File: src/rtl/bisl_pkg.sv
// shared types, codes and constants of the bencode info span locator
package bisl_pkg;

    localparam int BISL_MAX_DEPTH    = 64;
    localparam int BISL_LENGTH_WIDTH = 32;

    // status codes
    localparam logic [2:0] ST_OK        = 3'd0;
    localparam logic [2:0] ST_NO_TOP    = 3'd1;
    localparam logic [2:0] ST_BAD_KEY   = 3'd2;
    localparam logic [2:0] ST_BAD_BYTE  = 3'd3;
    localparam logic [2:0] ST_NOT_DICT  = 3'd4;
    localparam logic [2:0] ST_NOT_FOUND = 3'd5;
    localparam logic [2:0] ST_UNTERM    = 3'd6;
    localparam logic [2:0] ST_OVERFLOW  = 3'd7;

    // bencode marker bytes
    localparam logic [7:0] CH_INT   = 8'h69; // i
    localparam logic [7:0] CH_END   = 8'h65; // e
    localparam logic [7:0] CH_DICT  = 8'h64; // d
    localparam logic [7:0] CH_LIST  = 8'h6c; // l
    localparam logic [7:0] CH_COLON = 8'h3a; // :
    localparam logic [7:0] CH_ZERO  = 8'h30;
    localparam logic [7:0] CH_NINE  = 8'h39;

    localparam logic [2:0] KEY_LEN = 3'd4;

    typedef enum logic [13:0] {
        PH_TOP        = 14'h0001,
        PH_KEY_START  = 14'h0002,
        PH_KEY_LEN    = 14'h0004,
        PH_KEY_BYTES  = 14'h0008,
        PH_INFO_VALUE = 14'h0010,
        PH_SKIP_ITEM  = 14'h0020,
        PH_SKIP_INT   = 14'h0040,
        PH_SKIP_LEN   = 14'h0080,
        PH_SKIP_STR   = 14'h0100,
        PH_SPAN_ITEM  = 14'h0200,
        PH_SPAN_INT   = 14'h0400,
        PH_SPAN_LEN   = 14'h0800,
        PH_SPAN_STR   = 14'h1000,
        PH_DONE       = 14'h2000
    } t_phase;

    // characters of the wanted key "info"
    function automatic logic [7:0] key_char(input logic [1:0] idx);
        logic [7:0] c;
        unique case (idx)
            2'd0: c = 8'h69;
            2'd1: c = 8'h6e;
            2'd2: c = 8'h66;
            2'd3: c = 8'h6f;
            default: c = 8'h00;
        endcase
        return c;
    endfunction

endpackage

File: src/rtl/bisl_in_if.sv
// input byte channel of the bencode info span locator
interface bisl_in_if;
    logic       valid;
    logic       ready;
    logic [7:0] data_byte;
    logic       last_byte;

    modport source(output valid, output data_byte, output last_byte, input ready);
    modport sink(input valid, input data_byte, input last_byte, output ready);
endinterface

File: src/rtl/bisl_out_if.sv
// result channel of the bencode info span locator
interface bisl_out_if;
    logic       valid;
    logic       ready;
    logic       in_span;
    logic       span_first;
    logic       span_final;
    logic [2:0] status;
    logic       finished;

    modport source(output valid, output in_span, output span_first, output span_final,
                   output status, output finished, input ready);
    modport sink(input valid, input in_span, input span_first, input span_final,
                 input status, input finished, output ready);
endinterface

File: src/rtl/bisl_len_mac.sv
// decimal length accumulator step: acc * 10 + digit with overflow flag
module bisl_len_mac #(
    parameter int LENGTH_WIDTH = 32
) (
    input  logic [LENGTH_WIDTH-1:0] i_acc,
    input  logic [3:0]              i_digit,
    output logic [LENGTH_WIDTH-1:0] o_sum,
    output logic                    o_ovf
);
    logic [LENGTH_WIDTH+3:0] w_ext;
    logic [LENGTH_WIDTH+3:0] w_sum;

    // times ten as shift and add
    assign w_ext = {4'b0000, i_acc};
    assign w_sum = (w_ext << 3) + (w_ext << 1) + {{LENGTH_WIDTH{1'b0}}, i_digit};
    assign o_sum = w_sum[LENGTH_WIDTH-1:0];
    assign o_ovf = |w_sum[LENGTH_WIDTH+3:LENGTH_WIDTH];
endmodule

File: src/rtl/bencode_info_span_locator_core.sv
// top level of the bencode info span locator: scanner, input and result registers
//
//  channel     dir  fields                                             transfer
//  i_byte_ch   in   data_byte[7:0], last_byte                          valid & ready
//  o_span_ch   out  in_span, span_first, span_final, status[2:0],      valid & ready
//                   finished
//
// one byte per cycle sustained while the result side is ready; a result passes through the input
// register and then the result register; the limit is the scan state update, which advances once per byte
// synchronous active-low reset returns the scanner to "expect opening dictionary"
// a stalled result holds the input register; the input accepts again as the result drains
module bencode_info_span_locator_core
    import bisl_pkg::*;
#(
    parameter int MAX_DEPTH    = BISL_MAX_DEPTH,
    parameter int LENGTH_WIDTH = BISL_LENGTH_WIDTH
) (
    input  logic        i_clk,
    input  logic        i_rst_n,
    bisl_in_if.sink     i_byte_ch,
    bisl_out_if.source  o_span_ch
);
    localparam int DW = $clog2(MAX_DEPTH + 1);

    // input register
    logic       r_s1_valid;
    logic [7:0] r_s1_byte;
    logic       r_s1_last;

    // result register
    logic       r_out_valid;
    logic       r_in_span;
    logic       r_span_first;
    logic       r_span_final;
    logic [2:0] r_status;
    logic       r_finished;

    // scan state
    t_phase                  r_phase,    n_phase;
    logic [DW-1:0]           r_depth,    n_depth;
    logic [LENGTH_WIDTH-1:0] r_len,      n_len;
    logic [LENGTH_WIDTH-1:0] r_skip,     n_skip;
    logic [2:0]              r_kidx,     n_kidx;
    logic                    r_kcand,    n_kcand;
    logic [2:0]              r_err,      n_err;
    logic                    r_span_done, n_span_done;

    logic f_inspan, f_first, f_final;

    logic w_adv;
    logic w_in_take;

    // byte classification
    logic w_is_digit;
    logic w_len_start;
    logic [LENGTH_WIDTH-1:0] w_acc_in;
    logic [LENGTH_WIDTH-1:0] w_len_sum;
    logic w_len_ovf;
    logic [LENGTH_WIDTH-1:0] w_skip_dec;
    logic w_key_hit;
    logic w_depth_full;

    // handshake: the result register takes a new item when empty or draining
    assign w_adv     = r_s1_valid && (!r_out_valid || o_span_ch.ready);
    assign i_byte_ch.ready = !r_s1_valid || w_adv;
    assign w_in_take = i_byte_ch.valid && i_byte_ch.ready;

    assign o_span_ch.valid      = r_out_valid;
    assign o_span_ch.in_span    = r_in_span;
    assign o_span_ch.span_first = r_span_first;
    assign o_span_ch.span_final = r_span_final;
    assign o_span_ch.status     = r_status;
    assign o_span_ch.finished   = r_finished;

    assign w_is_digit = (r_s1_byte >= CH_ZERO) && (r_s1_byte <= CH_NINE);

    // a length opened from an item or key start begins from zero
    assign w_len_start = (r_phase == PH_KEY_START) || (r_phase == PH_SKIP_ITEM)
                      || (r_phase == PH_SPAN_ITEM);
    assign w_acc_in    = w_len_start ? '0 : r_len;

    bisl_len_mac #(
        .LENGTH_WIDTH(LENGTH_WIDTH)
    ) u_len_mac (
        .i_acc   (w_acc_in),
        .i_digit (r_s1_byte[3:0]),
        .o_sum   (w_len_sum),
        .o_ovf   (w_len_ovf)
    );

    assign w_skip_dec   = r_skip - LENGTH_WIDTH'(1);
    assign w_key_hit    = r_kcand && (r_kidx < KEY_LEN) && (r_s1_byte == key_char(r_kidx[1:0]));
    assign w_depth_full = (r_depth >= DW'(MAX_DEPTH));

    always_comb begin
        n_phase     = r_phase;
        n_depth     = r_depth;
        n_len       = r_len;
        n_skip      = r_skip;
        n_kidx      = r_kidx;
        n_kcand     = r_kcand;
        n_err       = r_err;
        n_span_done = r_span_done;
        f_first     = 1'b0;
        f_final     = 1'b0;
        f_inspan    = (r_phase == PH_SPAN_ITEM) || (r_phase == PH_SPAN_INT)
                   || (r_phase == PH_SPAN_LEN) || (r_phase == PH_SPAN_STR);

        unique case (r_phase)
            PH_TOP: begin
                if (r_s1_byte == CH_DICT) begin
                    n_depth = DW'(1);
                    n_phase = PH_KEY_START;
                end else begin
                    n_err   = ST_NO_TOP;
                    n_phase = PH_DONE;
                end
            end
            PH_KEY_START: begin
                if (r_s1_byte == CH_END) begin
                    n_err   = ST_NOT_FOUND;
                    n_phase = PH_DONE;
                end else if (w_is_digit) begin
                    if (w_len_ovf) begin
                        n_err   = ST_OVERFLOW;
                        n_phase = PH_DONE;
                    end else begin
                        n_len   = w_len_sum;
                        n_phase = PH_KEY_LEN;
                    end
                end else begin
                    n_err   = ST_BAD_KEY;
                    n_phase = PH_DONE;
                end
            end
            PH_KEY_LEN: begin
                if (w_is_digit) begin
                    if (w_len_ovf) begin
                        n_err   = ST_OVERFLOW;
                        n_phase = PH_DONE;
                    end else begin
                        n_len = w_len_sum;
                    end
                end else if (r_s1_byte == CH_COLON) begin
                    n_skip  = r_len;
                    n_kcand = (r_len == LENGTH_WIDTH'(KEY_LEN));
                    n_kidx  = '0;
                    n_len   = '0;
                    n_phase = (r_len == '0) ? PH_SKIP_ITEM : PH_KEY_BYTES;
                end else begin
                    n_err   = ST_BAD_BYTE;
                    n_phase = PH_DONE;
                end
            end
            PH_KEY_BYTES: begin
                if (w_key_hit) begin
                    n_kidx = r_kidx + 3'd1;
                end else begin
                    n_kcand = 1'b0;
                end
                n_skip = w_skip_dec;
                if (w_skip_dec == '0) begin
                    n_phase = (n_kcand && (n_kidx == KEY_LEN)) ? PH_INFO_VALUE : PH_SKIP_ITEM;
                end
            end
            PH_INFO_VALUE: begin
                if (r_s1_byte != CH_DICT) begin
                    n_err   = ST_NOT_DICT;
                    n_phase = PH_DONE;
                end else if (w_depth_full) begin
                    n_err   = ST_OVERFLOW;
                    n_phase = PH_DONE;
                end else begin
                    n_depth  = r_depth + DW'(1);
                    n_phase  = PH_SPAN_ITEM;
                    f_first  = 1'b1;
                    f_inspan = 1'b1;
                end
            end
            PH_SKIP_ITEM, PH_SPAN_ITEM: begin
                if (r_s1_byte == CH_INT) begin
                    n_phase = (r_phase == PH_SKIP_ITEM) ? PH_SKIP_INT : PH_SPAN_INT;
                end else if ((r_s1_byte == CH_DICT) || (r_s1_byte == CH_LIST)) begin
                    if (w_depth_full) begin
                        n_err   = ST_OVERFLOW;
                        n_phase = PH_DONE;
                    end else begin
                        n_depth = r_depth + DW'(1);
                    end
                end else if (r_s1_byte == CH_END) begin
                    if (r_depth <= DW'(1)) begin
                        // stray end where a top-level value belongs
                        n_err   = ST_BAD_BYTE;
                        n_phase = PH_DONE;
                    end else begin
                        n_depth = r_depth - DW'(1);
                        if (r_phase == PH_SKIP_ITEM) begin
                            n_phase = (n_depth <= DW'(1)) ? PH_KEY_START : PH_SKIP_ITEM;
                        end else if (n_depth <= DW'(1)) begin
                            f_final     = 1'b1;
                            n_span_done = 1'b1;
                            n_phase     = PH_DONE;
                        end
                    end
                end else if (w_is_digit) begin
                    if (w_len_ovf) begin
                        n_err   = ST_OVERFLOW;
                        n_phase = PH_DONE;
                    end else begin
                        n_len   = w_len_sum;
                        n_phase = (r_phase == PH_SKIP_ITEM) ? PH_SKIP_LEN : PH_SPAN_LEN;
                    end
                end else begin
                    n_err   = ST_BAD_BYTE;
                    n_phase = PH_DONE;
                end
            end
            PH_SKIP_INT: begin
                if (r_s1_byte == CH_END) begin
                    n_phase = (r_depth <= DW'(1)) ? PH_KEY_START : PH_SKIP_ITEM;
                end
            end
            PH_SPAN_INT: begin
                if (r_s1_byte == CH_END) begin
                    n_phase = PH_SPAN_ITEM;
                end
            end
            PH_SKIP_LEN, PH_SPAN_LEN: begin
                if (w_is_digit) begin
                    if (w_len_ovf) begin
                        n_err   = ST_OVERFLOW;
                        n_phase = PH_DONE;
                    end else begin
                        n_len = w_len_sum;
                    end
                end else if (r_s1_byte == CH_COLON) begin
                    n_skip = r_len;
                    n_len  = '0;
                    if (r_len != '0) begin
                        n_phase = (r_phase == PH_SKIP_LEN) ? PH_SKIP_STR : PH_SPAN_STR;
                    end else if (r_phase == PH_SPAN_LEN) begin
                        n_phase = PH_SPAN_ITEM;
                    end else begin
                        n_phase = (r_depth <= DW'(1)) ? PH_KEY_START : PH_SKIP_ITEM;
                    end
                end else begin
                    n_err   = ST_BAD_BYTE;
                    n_phase = PH_DONE;
                end
            end
            PH_SKIP_STR: begin
                n_skip = w_skip_dec;
                if (w_skip_dec == '0) begin
                    n_phase = (r_depth <= DW'(1)) ? PH_KEY_START : PH_SKIP_ITEM;
                end
            end
            PH_SPAN_STR: begin
                n_skip = w_skip_dec;
                if (w_skip_dec == '0) begin
                    n_phase = PH_SPAN_ITEM;
                end
            end
            PH_DONE: begin
                // bytes after the end of the scan are ignored
                f_inspan = 1'b0;
            end
            default: begin
                n_phase = PH_DONE;
            end
        endcase

        // final byte of the file that leaves the scan open
        if ((r_phase != PH_DONE) && r_s1_last && (n_phase != PH_DONE)) begin
            if ((n_phase == PH_SPAN_ITEM) || (n_phase == PH_SPAN_INT)
                || (n_phase == PH_SPAN_LEN) || (n_phase == PH_SPAN_STR)) begin
                n_err = ST_UNTERM;
            end else begin
                n_err = ST_NOT_FOUND;
            end
            n_phase = PH_DONE;
        end
    end

    // input register
    always_ff @(posedge i_clk) begin
        if (!i_rst_n) begin
            r_s1_valid <= 1'b0;
        end else if (w_in_take) begin
            r_s1_valid <= 1'b1;
        end else if (w_adv) begin
            r_s1_valid <= 1'b0;
        end
        if (w_in_take) begin
            r_s1_byte <= i_byte_ch.data_byte;
            r_s1_last <= i_byte_ch.last_byte;
        end
    end

    // scan state, advanced once per byte
    always_ff @(posedge i_clk) begin
        if (!i_rst_n) begin
            r_phase     <= PH_TOP;
            r_depth     <= '0;
            r_len       <= '0;
            r_skip      <= '0;
            r_kidx      <= '0;
            r_kcand     <= 1'b0;
            r_err       <= ST_OK;
            r_span_done <= 1'b0;
        end else if (w_adv) begin
            r_phase     <= n_phase;
            r_depth     <= n_depth;
            r_len       <= n_len;
            r_skip      <= n_skip;
            r_kidx      <= n_kidx;
            r_kcand     <= n_kcand;
            r_err       <= n_err;
            r_span_done <= n_span_done;
        end
    end

    // result register
    always_ff @(posedge i_clk) begin
        if (!i_rst_n) begin
            r_out_valid <= 1'b0;
        end else if (w_adv) begin
            r_out_valid <= 1'b1;
        end else if (o_span_ch.ready) begin
            r_out_valid <= 1'b0;
        end
        if (w_adv) begin
            r_in_span    <= f_inspan;
            r_span_first <= f_first;
            r_span_final <= f_final;
            r_status     <= n_err;
            r_finished   <= (n_phase == PH_DONE);
        end
    end

    // the end of the scan is sticky until reset
    a_done_sticky: assert property (@(posedge i_clk) disable iff (!i_rst_n)
        (r_phase == PH_DONE) |=> (r_phase == PH_DONE))
        else $error("scanner left the finished phase");

    // a completed span always ends the scan cleanly
    a_span_done_ok: assert property (@(posedge i_clk) disable iff (!i_rst_n)
        r_span_done |-> ((r_phase == PH_DONE) && (r_err == ST_OK)))
        else $error("span completed without a clean finish");

    // the closing byte of the span is the finishing, error-free transfer
    a_final_finishes: assert property (@(posedge i_clk) disable iff (!i_rst_n)
        (r_out_valid && r_span_final) |-> (r_finished && (r_status == ST_OK) && r_in_span))
        else $error("span end reported without finish");

    // nesting never exceeds the configured depth
    a_depth_bound: assert property (@(posedge i_clk) disable iff (!i_rst_n)
        r_depth <= DW'(MAX_DEPTH))
        else $error("nesting depth beyond limit");

endmodule

File: src/flat_wrapper.sv
// flat-port wrapper written by rule: the top's interface ports become plain ports
module bencode_info_span_locator_core_flat import bisl_pkg::*;
#(
    parameter int MAX_DEPTH    = BISL_MAX_DEPTH,
    parameter int LENGTH_WIDTH = BISL_LENGTH_WIDTH
)
  (i_clk, i_rst_n, i_byte_ch_valid, i_byte_ch_data_byte, i_byte_ch_last_byte, i_byte_ch_ready, o_span_ch_valid, o_span_ch_in_span, o_span_ch_span_first, o_span_ch_span_final, o_span_ch_status, o_span_ch_finished, o_span_ch_ready);
  bisl_in_if i_byte_ch_i ();
  bisl_out_if o_span_ch_i ();
  input  logic i_clk;
  input  logic i_rst_n;
  input wire logic [$bits(i_byte_ch_i.valid)-1:0] i_byte_ch_valid;
  input wire logic [$bits(i_byte_ch_i.data_byte)-1:0] i_byte_ch_data_byte;
  input wire logic [$bits(i_byte_ch_i.last_byte)-1:0] i_byte_ch_last_byte;
  output wire logic [$bits(i_byte_ch_i.ready)-1:0] i_byte_ch_ready;
  output wire logic [$bits(o_span_ch_i.valid)-1:0] o_span_ch_valid;
  output wire logic [$bits(o_span_ch_i.in_span)-1:0] o_span_ch_in_span;
  output wire logic [$bits(o_span_ch_i.span_first)-1:0] o_span_ch_span_first;
  output wire logic [$bits(o_span_ch_i.span_final)-1:0] o_span_ch_span_final;
  output wire logic [$bits(o_span_ch_i.status)-1:0] o_span_ch_status;
  output wire logic [$bits(o_span_ch_i.finished)-1:0] o_span_ch_finished;
  input wire logic [$bits(o_span_ch_i.ready)-1:0] o_span_ch_ready;
  assign i_byte_ch_i.valid = i_byte_ch_valid;
  assign i_byte_ch_i.data_byte = i_byte_ch_data_byte;
  assign i_byte_ch_i.last_byte = i_byte_ch_last_byte;
  assign i_byte_ch_ready = i_byte_ch_i.ready;
  assign o_span_ch_valid = o_span_ch_i.valid;
  assign o_span_ch_in_span = o_span_ch_i.in_span;
  assign o_span_ch_span_first = o_span_ch_i.span_first;
  assign o_span_ch_span_final = o_span_ch_i.span_final;
  assign o_span_ch_status = o_span_ch_i.status;
  assign o_span_ch_finished = o_span_ch_i.finished;
  assign o_span_ch_i.ready = o_span_ch_ready;
  bencode_info_span_locator_core #(.MAX_DEPTH(MAX_DEPTH), .LENGTH_WIDTH(LENGTH_WIDTH)) u_core (.i_clk(i_clk), .i_rst_n(i_rst_n), .i_byte_ch(i_byte_ch_i), .o_span_ch(o_span_ch_i));
endmodule
File: config.mk
export PLATFORM = sky130hd
export DESIGN_NAME = bencode_info_span_locator_core_flat
export DESIGN_NICKNAME = d
export VERILOG_FILES = /design/src/rtl/bisl_pkg.sv /design/src/rtl/bisl_in_if.sv /design/src/rtl/bisl_out_if.sv /design/src/rtl/bisl_len_mac.sv /design/src/rtl/bencode_info_span_locator_core.sv /design/src/flat_wrapper.sv
export SDC_FILE = /design/constraint.sdc
export NUM_CORES = 1
export LEC_CHECK = 0
export ABC_AREA = 1
export BUFFER_PORTS_ARGS = -buffer_cell sky130_fd_sc_hd__buf_2
export CORE_MARGIN = 8
export CORE_UTILIZATION = 44
export CTS_CLUSTER_DIAMETER = 50
export DETAILED_ROUTE_END_ITERATION = 16
export GPL_TIMING_DRIVEN = 0
export PLACE_DENSITY = 0.56
export SLEW_MARGIN = 20
export SYNTH_ARGS = -nofsm -noshare
export SYNTH_HDL_FRONTEND = slang
export SYNTH_SLANG_ARGS = --single-unit
File: constraint.sdc
create_clock -name i_clk -period 8.45 [get_ports i_clk]
set_input_delay 0.4225 -clock i_clk [delete_from_list [all_inputs] [get_ports i_clk]]
set_output_delay 0.4225 -clock i_clk [all_outputs]
set_load 0.05 [all_outputs]
==> impl_results.md <==
* Share of cells above drive strength 1 at 6.03%
* Worst setup SP type: register
* Final Cycle Share at 62.9%
* First-pass GRT wire length at 53300 µm
* Number of DRC markers in iteration 0 at 1009
* Setup tns final at 0 ns
* FP Rows at 54
* Count of different cell masters after synthesis at 59
* Synth Instances at 1589
* DRC at 0
* CTS sink cnt at 110
* GRT Total Usage at 23.6%
* VDD IR max at 0.104 mV
* Hold_buf cts at 0
* F_max at 188 MHz
* Synth warn at 0
* CTS tree: yes
* Asr flop ratio synth at 0%
* Setup crit end kind: register
* Via density per instance at 5.43
* Max stage delay on crit path at 0.45 ns
* Final setup fails at 0
* CP required at 8.57 ns
* Mapped cell area at 9860 µm²
* Nets at 1707
* TritonCTS Buffers at 9
* Leak at 5.23 nW
* Detailed-route wire length per cell at 17.3 µm
* #FFs+latches synth at 110
* Most frequent CP cell: nand2_1
* Routed via count at 10.3k
* Post-DP HPWL at 26600 µm
* Setup repair after global routing missed its margin: no
* Clock Skew at 0.0178 ns
* Vias in the first global route at 9806
* Worst Path Max Fanout at 10
* Non-filler cells, final at 1906
* Max-cap violations at 0
* Worst-Margin Slew at 1.06 ns
* Final ANT Viol Nets at 0
* Reg clk slew, reported paths at 0.08 ns
* CTS H-tree lvls at 3
* Syn_area_per_cell at 6.20 µm²
* Hold WC Path Type: primary input to register
* Sequential cell area fraction in the yosys report at 24.0%
* Total routed wirelength at 32900 µm
* Die area at 27400 µm²
* Synth Flop Type: dfxtp_1
* Detailed Routing Iterations Pass 1 at 6
* Post-CTS Setup Inserts at 0
* Initial Utilization at 45.0%
* Routability cong. at 0.979
* Max_slew headroom at 29.4%
* # fillers at 2415
* Chip width at 166 µm
* Slew Viols, Final at 0
* Clk_lat worst skew at 0.36 ns
* Port Buf Inserts at 21
* CP max stage cell: clkbuf_1
* Gr ovfl total at 0
* Status: finished, final reports clean
* Largest net degree at the start of global routing at 20
* Fin crit period at 5.32 ns
* Core box area at 21900 µm²
* Clk root buf: clkbuf_16
* Syn nets at 1675
* P&R area growth vs syn at 7.68%
* Die Y at 166 µm
* CP Class: register to register
* Post_cts resized at 0
* Pwr Density at 114 nW/µm²
* Initial antenna violation count at 0
* Max Root-Sink Buffers at 2
* Placed Cells at 1890
* # IOs at 22
* Number of flops mapped to enable cells by yosys at 16
* Final Hold Fails at 0
* CP arrival at 5.44 ns
* Ant. Diodes at 0
* WHS at 0.227 ns
## metrics by stage
stage	util (%)	instance area [µm²]	total power, mW	setup WS, ns
after CTS	48.5	10600	1.22	3.19
after floorplan	-	9860	0.709	4.31
after global routing	48.5	10600	1.26	2.67
final	48.5	10600	1.21	3.13
after global placement	47.1	10300	0.768	3.22
after detailed placement	47.1	10300	0.767	3.22
## report_power, final
group	internal, mW	total, mW	switching [mW]
logic	0.0568	0.203	0.146
clock network	0.225	0.449	0.224
registers	0.543	0.557	0.0135
total	0.825	1.21	0.383
## cells by family (layout without fill, tap and decap cells)
group | count (synthesis) | in the layout | synth area share [%]
xor gates and xnor gates | 42 | 42 | 3.73
adders and majority gates | 73 | 73 | 9.34
AOI/OAI and AO/OA | 314 | 314 | 17.5
and+or+nand+nor | 782 | 782 | 35.0
DFF | 110 | 110 | 24.0
buffers and inverters | 268 | 305 | 10.4
## flip-flops by register name (all words and copies together), names as in the netlist
register                     cells
u_core.o_span_ch.finished        1
u_core.o_span_ch.in_span         1
u_core.o_span_ch.span_final      1
u_core.o_span_ch.span_first      1
u_core.o_span_ch.status          3
u_core.o_span_ch.valid           1
u_core.r_depth                   7
u_core.r_err                     3
u_core.r_kcand                   1
u_core.r_kidx                    3
u_core.r_len                    32
u_core.r_phase                  14
u_core.r_s1_byte                 8
u_core.r_s1_last                 1
u_core.r_s1_valid                1
u_core.r_skip                   32
## worst max-delay path, delay by kind of cell, from the launching register on
kind                     cells  cell delay (ns)
flip-flops                   1             0.39
adder cells (fa/ha/maj)      3             0.97
buffers and inverters        4             0.74
AND/OR/NAND/NOR             23             2.98
## Yosys cell counts, types with 2 or more instances
library cell / count / area share, %
a211oi_1: 8 / 0.61
a21o_1: 2 / 0.15
a21oi_1: 135 / 6.9
a221oi_1: 3 / 0.27
a31oi_1: 19 / 1.2
and2_1: 2 / 0.13
and3_1: 4 / 0.25
buf_1: 3 / 0.11
buf_2: 8 / 0.41
clkbuf_1: 25 / 0.95
dfxtp_1: 94 / 19
edfxtp_1: 16 / 4.9
ha_1: 72 / 9.1
inv_1: 214 / 8.2
inv_2: 15 / 0.57
nand2_1: 376 / 14
nand2_2: 3 / 0.19
nand2_4: 5 / 0.57
nand3_1: 73 / 3.7
nand3_4: 2 / 0.36
nand3b_1: 7 / 0.53
nand4_1: 29 / 1.8
nor2_1: 214 / 8.2
nor2_2: 7 / 0.44
nor2_4: 5 / 0.57
nor2_8: 2 / 0.41
nor3_1: 26 / 1.3
nor3b_1: 3 / 0.23
nor4_1: 11 / 0.70
nor4_2: 2 / 0.25
o2111ai_1: 2 / 0.18
o211ai_1: 4 / 0.30
o21ai_0: 96 / 4.9
o21ai_1: 19 / 0.96
o21bai_1: 3 / 0.23
o22ai_1: 10 / 0.63
o31ai_1: 4 / 0.30
or2_1: 2 / 0.13
or2_2: 4 / 0.25
xnor2_1: 15 / 1.3
xor2_1: 27 / 2.4
## metal layers
| metal | track usage [%] | up-vias | wire, µm |
|---|---|---|---|
| li1 | - | 5304 | - |
| met1 | 34.3 | 4722 | 16400 |
| met2 | 36.1 | 274 | 13900 |
| met3 | 2.48 | 45 | 1920 |
| met4 | 6.90 | 0 | 710 |
| met5 | 0 | - | 0 |
## layout make-up
cell class                      instances  area [µm²]  area share (%)
Sequential cell                       110        2360            22.3
Clock buffer                           11         254            2.39
Multi-Input combinational cell       1211        6470            60.9
Timing Repair Buffer                   21         105           0.990
Inverter                              231         870            8.19
Buffer                                 37         156            1.47
Clock inverter                          5        47.5           0.448
Tap cell                              280         350            3.30
## final timing paths
| check | from | end | slack, ns | cells after the start |
|---|---|---|---|---|
| worst max-delay path | u_core.r_phase[1] | u_core.o_span_ch.status[0] | 3.13 | 30 |
| worst min register to register | u_core.r_len[29] | u_core.r_len[29] | 0.49 | 2 |
| worst max register to register | u_core.r_phase[1] | u_core.o_span_ch.status[0] | 3.13 | 30 |
| worst min-delay path | i_byte_ch_data_byte[1] | u_core.r_s1_byte[1] | 0.23 | 1 |
## cells in the final DEF, fill, tap and decap left out, types with 26 or more instances in the layout
cell        n
a21oi_1   135
ha_1       72
nand3_1    73
o21ai_0    96
buf_2      29
clkbuf_1   26
dfxtp_1    94
nand2_1   376
inv_1     214
nand4_1    29
nor2_1    214
xor2_1     27
nor3_1     26
Power figures use the tool's default switching activity.
